## src/rtl/core/rwa_pkg.sv

```systemverilog
`timescale 1ns / 1ps
// ----------------------------------------------------------------------------
// rwa_pkg: shared constants of the running window average unit
// Field widths and register reset value, used by the core and its checker.
// ----------------------------------------------------------------------------
package rwa_pkg;

  // sample and average width
  localparam int SAMPLE_W = 16;

  // window length register width and reset value
  localparam int LEN_W = 7;
  localparam logic [LEN_W-1:0] LEN_RESET = 7'd64;

  // largest window the register can express
  localparam int LEN_MAX = (1 << LEN_W) - 1;

endpackage

```

## src/rtl/core/running_window_average_unit.sv

```systemverilog
`timescale 1ns / 1ps
// ----------------------------------------------------------------------------
// running_window_average_unit: simple moving average of 16-bit samples
// Flow: a taken request passes S_READ, the bit-serial divider in S_DIV and S_OUT
//   before its result is registered; a new request is taken only once the
//   previous result has been loaded into the output register.
// Reset: synchronous, active low; a clearing pass then zeroes the sample
//   memory one entry a cycle, with in_tready low.
// ----------------------------------------------------------------------------
module running_window_average_unit
  import rwa_pkg::*;
#(
  parameter int MAX_WINDOW = 64
) (
  input  logic                clk,
  input  logic                rst_n,
  // configuration: window length
  input  logic                cfg_wr_en,
  input  logic [LEN_W-1:0]    cfg_wr_data,
  // input stream
  input  logic                in_tvalid,
  output logic                in_tready,
  input  logic [15:0]         in_tdata,   // [15:0] sample
  // result stream
  output logic                out_tvalid,
  input  logic                out_tready,
  output logic [15:0]         out_tdata   // [15:0] average
);

  localparam int AW = $clog2(MAX_WINDOW);
  localparam int SW = SAMPLE_W + AW;
  localparam int CW = $clog2(SW);
  localparam int NMAX = (MAX_WINDOW < LEN_MAX) ? MAX_WINDOW : LEN_MAX;

  // sequencer states
  localparam logic [2:0] S_CLEAR = 3'd0;
  localparam logic [2:0] S_IDLE  = 3'd1;
  localparam logic [2:0] S_READ  = 3'd2;
  localparam logic [2:0] S_DIV   = 3'd3;
  localparam logic [2:0] S_OUT   = 3'd4;

  logic [2:0]          state_r, state_nxt;
  logic [LEN_W-1:0]    len_r;
  logic [LEN_W-1:0]    pos_r, pos_nxt;
  logic [SW-1:0]       sum_r, sum_nxt;
  logic [AW-1:0]       clr_cnt_r, clr_cnt_nxt;
  logic [AW-1:0]       idx_r, idx_nxt;
  logic [SAMPLE_W-1:0] sample_r, sample_nxt;
  logic [LEN_W-1:0]    div_n_r, div_n_nxt;
  logic [SW-1:0]       quo_r, quo_nxt;
  logic [LEN_W-1:0]    rem_r, rem_nxt;
  logic [CW-1:0]       div_cnt_r, div_cnt_nxt;
  logic                out_valid_r, out_valid_nxt;
  logic [SAMPLE_W-1:0] out_data_r, out_data_nxt;

  logic [SAMPLE_W-1:0] mem [MAX_WINDOW];
  logic [SAMPLE_W-1:0] rd_data_r;
  logic                mem_we;
  logic [AW-1:0]       mem_waddr;
  logic [SAMPLE_W-1:0] mem_wdata;

  logic [LEN_W-1:0]    eff_len;
  logic [LEN_W-1:0]    pos_wrap;
  logic [LEN_W:0]      trial;
  logic                in_req;

  assign in_tready  = (state_r == S_IDLE);
  assign in_req     = in_tvalid && in_tready;
  assign out_tvalid = out_valid_r;
  assign out_tdata  = out_data_r;

  // effective window: zero counts as one, saturate at the buffer depth or LEN_MAX, whichever is smaller
  always_comb begin
    if (len_r == '0) begin
      eff_len = LEN_W'(1);
    end else if (32'(len_r) > NMAX) begin
      eff_len = LEN_W'(NMAX);
    end else begin
      eff_len = len_r;
    end
  end

  // write position wraps once it reaches the window
  assign pos_wrap = (pos_r >= eff_len) ? '0 : pos_r;

  // divider trial subtract on the shifted remainder
  assign trial = {rem_r, quo_r[SW-1]} - {1'b0, div_n_r};

  // sequencer and datapath next state
  always_comb begin
    state_nxt     = state_r;
    pos_nxt       = pos_r;
    sum_nxt       = sum_r;
    clr_cnt_nxt   = clr_cnt_r;
    idx_nxt       = idx_r;
    sample_nxt    = sample_r;
    div_n_nxt     = div_n_r;
    quo_nxt       = quo_r;
    rem_nxt       = rem_r;
    div_cnt_nxt   = div_cnt_r;
    out_valid_nxt = out_valid_r;
    out_data_nxt  = out_data_r;
    mem_we        = 1'b0;
    mem_waddr     = idx_r;
    mem_wdata     = sample_r;

    if (out_valid_r && out_tready) begin
      out_valid_nxt = 1'b0;
    end

    case (state_r)
      S_CLEAR: begin
        mem_we      = 1'b1;
        mem_waddr   = clr_cnt_r;
        mem_wdata   = '0;
        clr_cnt_nxt = clr_cnt_r + AW'(1);
        if (clr_cnt_r == AW'(MAX_WINDOW - 1)) begin
          state_nxt = S_IDLE;
        end
      end
      S_IDLE: begin
        if (in_req) begin
          idx_nxt    = AW'(pos_wrap);
          pos_nxt    = pos_wrap + LEN_W'(1);
          sample_nxt = in_tdata;
          div_n_nxt  = eff_len;
          state_nxt  = S_READ;
        end
      end
      S_READ: begin
        // old entry is out of memory now: update sum, store new sample
        mem_we      = 1'b1;
        sum_nxt     = sum_r - SW'(rd_data_r) + SW'(sample_r);
        quo_nxt     = sum_r - SW'(rd_data_r) + SW'(sample_r);
        rem_nxt     = '0;
        div_cnt_nxt = '0;
        state_nxt   = S_DIV;
      end
      S_DIV: begin
        if (!trial[LEN_W]) begin
          rem_nxt = trial[LEN_W-1:0];
          quo_nxt = {quo_r[SW-2:0], 1'b1};
        end else begin
          rem_nxt = {rem_r[LEN_W-2:0], quo_r[SW-1]};
          quo_nxt = {quo_r[SW-2:0], 1'b0};
        end
        div_cnt_nxt = div_cnt_r + CW'(1);
        if (div_cnt_r == CW'(SW - 1)) begin
          state_nxt = S_OUT;
        end
      end
      S_OUT: begin
        // load the result once the output slot is free
        if (!out_valid_r || out_tready) begin
          out_valid_nxt = 1'b1;
          if (|quo_r[SW-1:SAMPLE_W]) begin
            out_data_nxt = '1;
          end else begin
            out_data_nxt = quo_r[SAMPLE_W-1:0];
          end
          state_nxt = S_IDLE;
        end
      end
      default: begin
        state_nxt = S_CLEAR;
      end
    endcase
  end

  // control registers
  always_ff @(posedge clk) begin
    if (!rst_n) begin
      state_r     <= S_CLEAR;
      clr_cnt_r   <= '0;
      pos_r       <= '0;
      sum_r       <= '0;
      len_r       <= LEN_RESET;
      out_valid_r <= 1'b0;
    end else begin
      state_r     <= state_nxt;
      clr_cnt_r   <= clr_cnt_nxt;
      pos_r       <= pos_nxt;
      sum_r       <= sum_nxt;
      out_valid_r <= out_valid_nxt;
      if (cfg_wr_en) begin
        len_r <= cfg_wr_data;
      end
    end
  end

  // payload registers
  always_ff @(posedge clk) begin
    idx_r      <= idx_nxt;
    sample_r   <= sample_nxt;
    div_n_r    <= div_n_nxt;
    quo_r      <= quo_nxt;
    rem_r      <= rem_nxt;
    div_cnt_r  <= div_cnt_nxt;
    out_data_r <= out_data_nxt;
  end

  // sample memory: one write port, one registered read port
  always_ff @(posedge clk) begin
    if (mem_we) begin
      mem[mem_waddr] <= mem_wdata;
    end
    rd_data_r <= mem[AW'(pos_wrap)];
  end

endmodule

```

## config.mk

```make
export PLATFORM = sky130hd
export DESIGN_NAME = running_window_average_unit
export DESIGN_NICKNAME = d
export VERILOG_FILES = /design/src/rtl/core/rwa_pkg.sv /design/src/rtl/core/running_window_average_unit.sv
export SDC_FILE = /design/constraint.sdc
export NUM_CORES = 1
export LEC_CHECK = 0
export ABC_AREA = 1
export BUFFER_PORTS_ARGS = -buffer_cell sky130_fd_sc_hd__buf_2
export CAP_MARGIN = 40
export CELL_PAD_IN_SITES_DETAIL_PLACEMENT = 0
export CELL_PAD_IN_SITES_GLOBAL_PLACEMENT = 1
export CORE_ASPECT_RATIO = 0.8
export CORE_MARGIN = 2
export CORE_UTILIZATION = 46
export DETAILED_ROUTE_END_ITERATION = 6
export PLACE_DENSITY_LB_ADDON = 0.1
export SLEW_MARGIN = 10
export SYNTH_ARGS = -nofsm -noshare
export SYNTH_HDL_FRONTEND = slang
export SYNTH_SLANG_ARGS = --single-unit
```

## constraint.sdc

```tcl
create_clock -name clk -period 2.92 [get_ports clk]
set_input_delay 0.876 -clock clk [delete_from_list [all_inputs] [get_ports clk]]
set_output_delay 0.876 -clock clk [all_outputs]
set_load 0.02 [all_outputs]
```

==> metrics.txt <==
die width=383.2 µm; Max VDD drop=0.6013 mV; Worst EP arrival=roughly 3.6 ns; syn nets=~5300; GRT Total Usage=0.2785; clk_lat worst skew=between 0.7 and 0.8 ns; fin crit period=about 2.9 ns; Min-Delay Path Class=input port to flop; pin count of the biggest net entering global routing=186; Initial Utilization=0.4628; number of DRC markers in iteration 0=between 4000 and 5000; drt drc=0; Die Y=about 300 µm; Detailed Place HPWL=roughly 99000 µm; # rows=between 100 and 150; register bit total from synthesis=between 1000 and 1500; # setup viols final=3; Layout Skew=between 0.02 and 0.03 ns; port bufs=45; max_cap viols=0; Max Freq=339.7 MHz; Power Total=~35 mW; pwr/cell area=a little over 500 mW/mm²; Routed Antenna Nets=0; grt total ovfl=0; GPL Wtd Cong=roughly 0.86; Post-synth EDFFs=approximately 1100; CTS H-tree lvls=3; global-route wire length before repair=roughly 240000 µm; final worst slack=-0.02351 ns; total routed wirelength=174700 µm; die footprint=between 0.1 and 0.15 mm²; Worst setup EP type=flop; drt pass-1 iters=5; Worst EP required=3.54 ns; drt via density=5.438; Final Hold Vio Count=0; routed length on met1=between 70000 and 80000 µm; Final Cycle Share=1.008; DR WL met2=~77000 µm; Yosys cell types=44; Top Metal Used=met5; register clock-pin slew on the reported worst setup and hold paths=approximately 0.06 ns; syn_area_per_cell=10.24 µm²; Area growth, synth to finish=28.28%; fraction of layout cells with a size suffix above 1=0.2269; YS warnings=0; violated checks=negative setup slack; Hold WS=around 0.31 ns; Startpoint Class=flop; WL/cell=approximately 24 µm; vias=39105; Cell Area, Synth=0.05290 mm²; final net count=5650; crit path kind=flop to flop; initial antenna violation count=5; status=finished with violations; core area=roughly 0.11 mm²; clk sink count=about 1200; Max FO, Critical Path=32; CTS Buffer Depth=3; CTS tree=done; boundary pin count=46; TritonCTS buffer count=120; max-slew violation count=0; fill count=approximately 9400; CTS root buffer=clkbuf_16; hold_buf cts=0; async set or reset register ratio after synthesis=0; Worst slew margin=0.2902; vias in the first global route=around 36000; RSZ-0062 raised after global routing=true; Leak Pwr=around 29 nW; routed wl met3=between 15000 and 20000 µm; sequential-to-total area share from yosys stat=0.6496; prevailing post-synth register cell=edfxtp_1; Syn Inst Count=slightly above 5000; Worst Tran Pin Value=around 1.1 ns
## metrics by stage
stage | TNS [ns] | setup WS (ns) | std cells | util | area, µm²
2_1_floorplan | -8.036 | -0.01256 | 5167 | - | 52910
3_3_place_gp | -5.777 | -0.4714 | 6815 | 0.5096 | 58240
3_5_place_dp | -6.327 | -0.4980 | 6826 | 0.5122 | 58540
4_1_cts | -0.06155 | -0.01133 | 7089 | 0.5632 | 64370
5_1_grt | -29.82 | -0.1596 | 7189 | 0.5937 | 67860
6_report | -0.04992 | -0.02351 | 7191 | 0.5937 | 67860
## placed cells by master, fill, tap and decap left out, drive strengths merged, types with 2 or more instances in the layout
master / count
o21bai: 4
clkbuf: 207
o21ai: 191
nor2: 478
bufinv: 9
diode: 2
clkinv: 53
nor3b: 2
edfxtp: 1103
bufbuf: 5
xnor2: 6
nand3: 774
or2: 100
a21oi: 58
nand2: 777
a31oi: 14
nor4: 3
clkinvlp: 3
o211ai: 11
a21o: 7
xor2: 14
ha: 40
inv: 933
dfxtp: 62
a211oi: 2
fa: 17
nor3: 18
nand4: 251
buf: 514
## final timing paths
kind               startpoint      endpoint  slack, ns  depth (start not counted)
hold reg to reg      sum_r[0]      sum_r[0]       0.48                          2
hold / removal    in_tdata[9]   sample_r[9]       0.31                          1
setup / recovery     len_r[6]  rd_data_r[5]      -0.02                         17
setup reg to reg     len_r[6]  rd_data_r[5]      -0.02                         17
## layer usage
layer,track usage,vias up
li1,-,18133
met1,0.4054,18999
met2,0.4169,1681
met3,0.05992,290
met4,0.08689,2
met5,0,-
## power breakdown
| part | switching, mW | internal, mW | leakage, nW |
|---|---|---|---|
| registers | 0.0579 | 18.1 | 9.69 |
| clock network | 6.51 | 8.60 | 1.86 |
| logic | 0.885 | 0.576 | 17.2 |
## kinds of logic after synthesis
logic type	count (synthesis)	synth area share
and+or+nand+nor	2404	0.2075
buffers and inverters	1227	0.09394
DFF	1165	0.6496
AOI/OAI and AO/OA	294	0.02980
adders and majority gates	57	0.01589
xor gates and xnor gates	20	0.003311
## critical path, cell delays in order (launching register included)
cell and delay (ns):
dfxtp_2 0.34, clkinv_2 0.06, buf_4 0.13, nand2_1 0.10, ha_1 0.26, a21oi_1 0.23
nand2_4 0.10, nand2_8 0.11, buf_8 0.15, buf_12 0.15, nand2_8 0.06, nor2_4 0.13
clkinv_4 0.16, buf_12 0.22, nand3_2 0.21, nand3_4 0.17, nand3_2 0.12, nand2_2 0.05
## flip-flops by register name (all words and copies together), names as in the netlist
register    cells
state_r         3
quo_r          22
clr_cnt_r       6
mem          1024
div_n_r         7
rem_r           7
rd_data_r      16
pos_r           7
idx_r           6
out_tvalid      1
sum_r          22
out_tdata      16
len_r           7
sample_r       16
div_cnt_r       5
## area by class of cell
class	instances	area [µm²]	area share
timing repair buffer	566	7883	0.1162
tap	1525	1908	0.02812
clock buffer	160	3274	0.04825
antenna	2	5.005	0.00007375
inverter	936	3567	0.05256
clock inverter	61	530.5	0.007817
multi-input combinational	2775	16300	0.2401
timing repair inverter	1	30.03	0.0004425
sequential	1165	34370	0.5065
## cells in the mapped netlist (all sizes together) (4+ instances only)
cell       n  share of area
edfxtp  1103           0.63
inv      934          0.066
nand2    777          0.055
nand3    774          0.074
nor2     478          0.034
nand4    251          0.030
buf      197          0.021
o21ai    191          0.018
or2      100          0.012
clkbuf    94         0.0067
dfxtp     62          0.023
a21oi     58         0.0055
ha        40         0.0095
nor3      18         0.0019
fa        17         0.0064
a31oi     14         0.0017
xor2      14         0.0023
o211ai    11         0.0016
a21o       7        0.00099
xnor2      6        0.00099
o21bai     4        0.00057
## timing repair
action                                  in CTS  in global routing
endpoints found under the setup margin      27                695
gates resized for setup                    256                433
setup buffers                               24                 53
pin swaps                                   62                157
gates cloned                                18                 54
(Power assumes the default switching activity.)
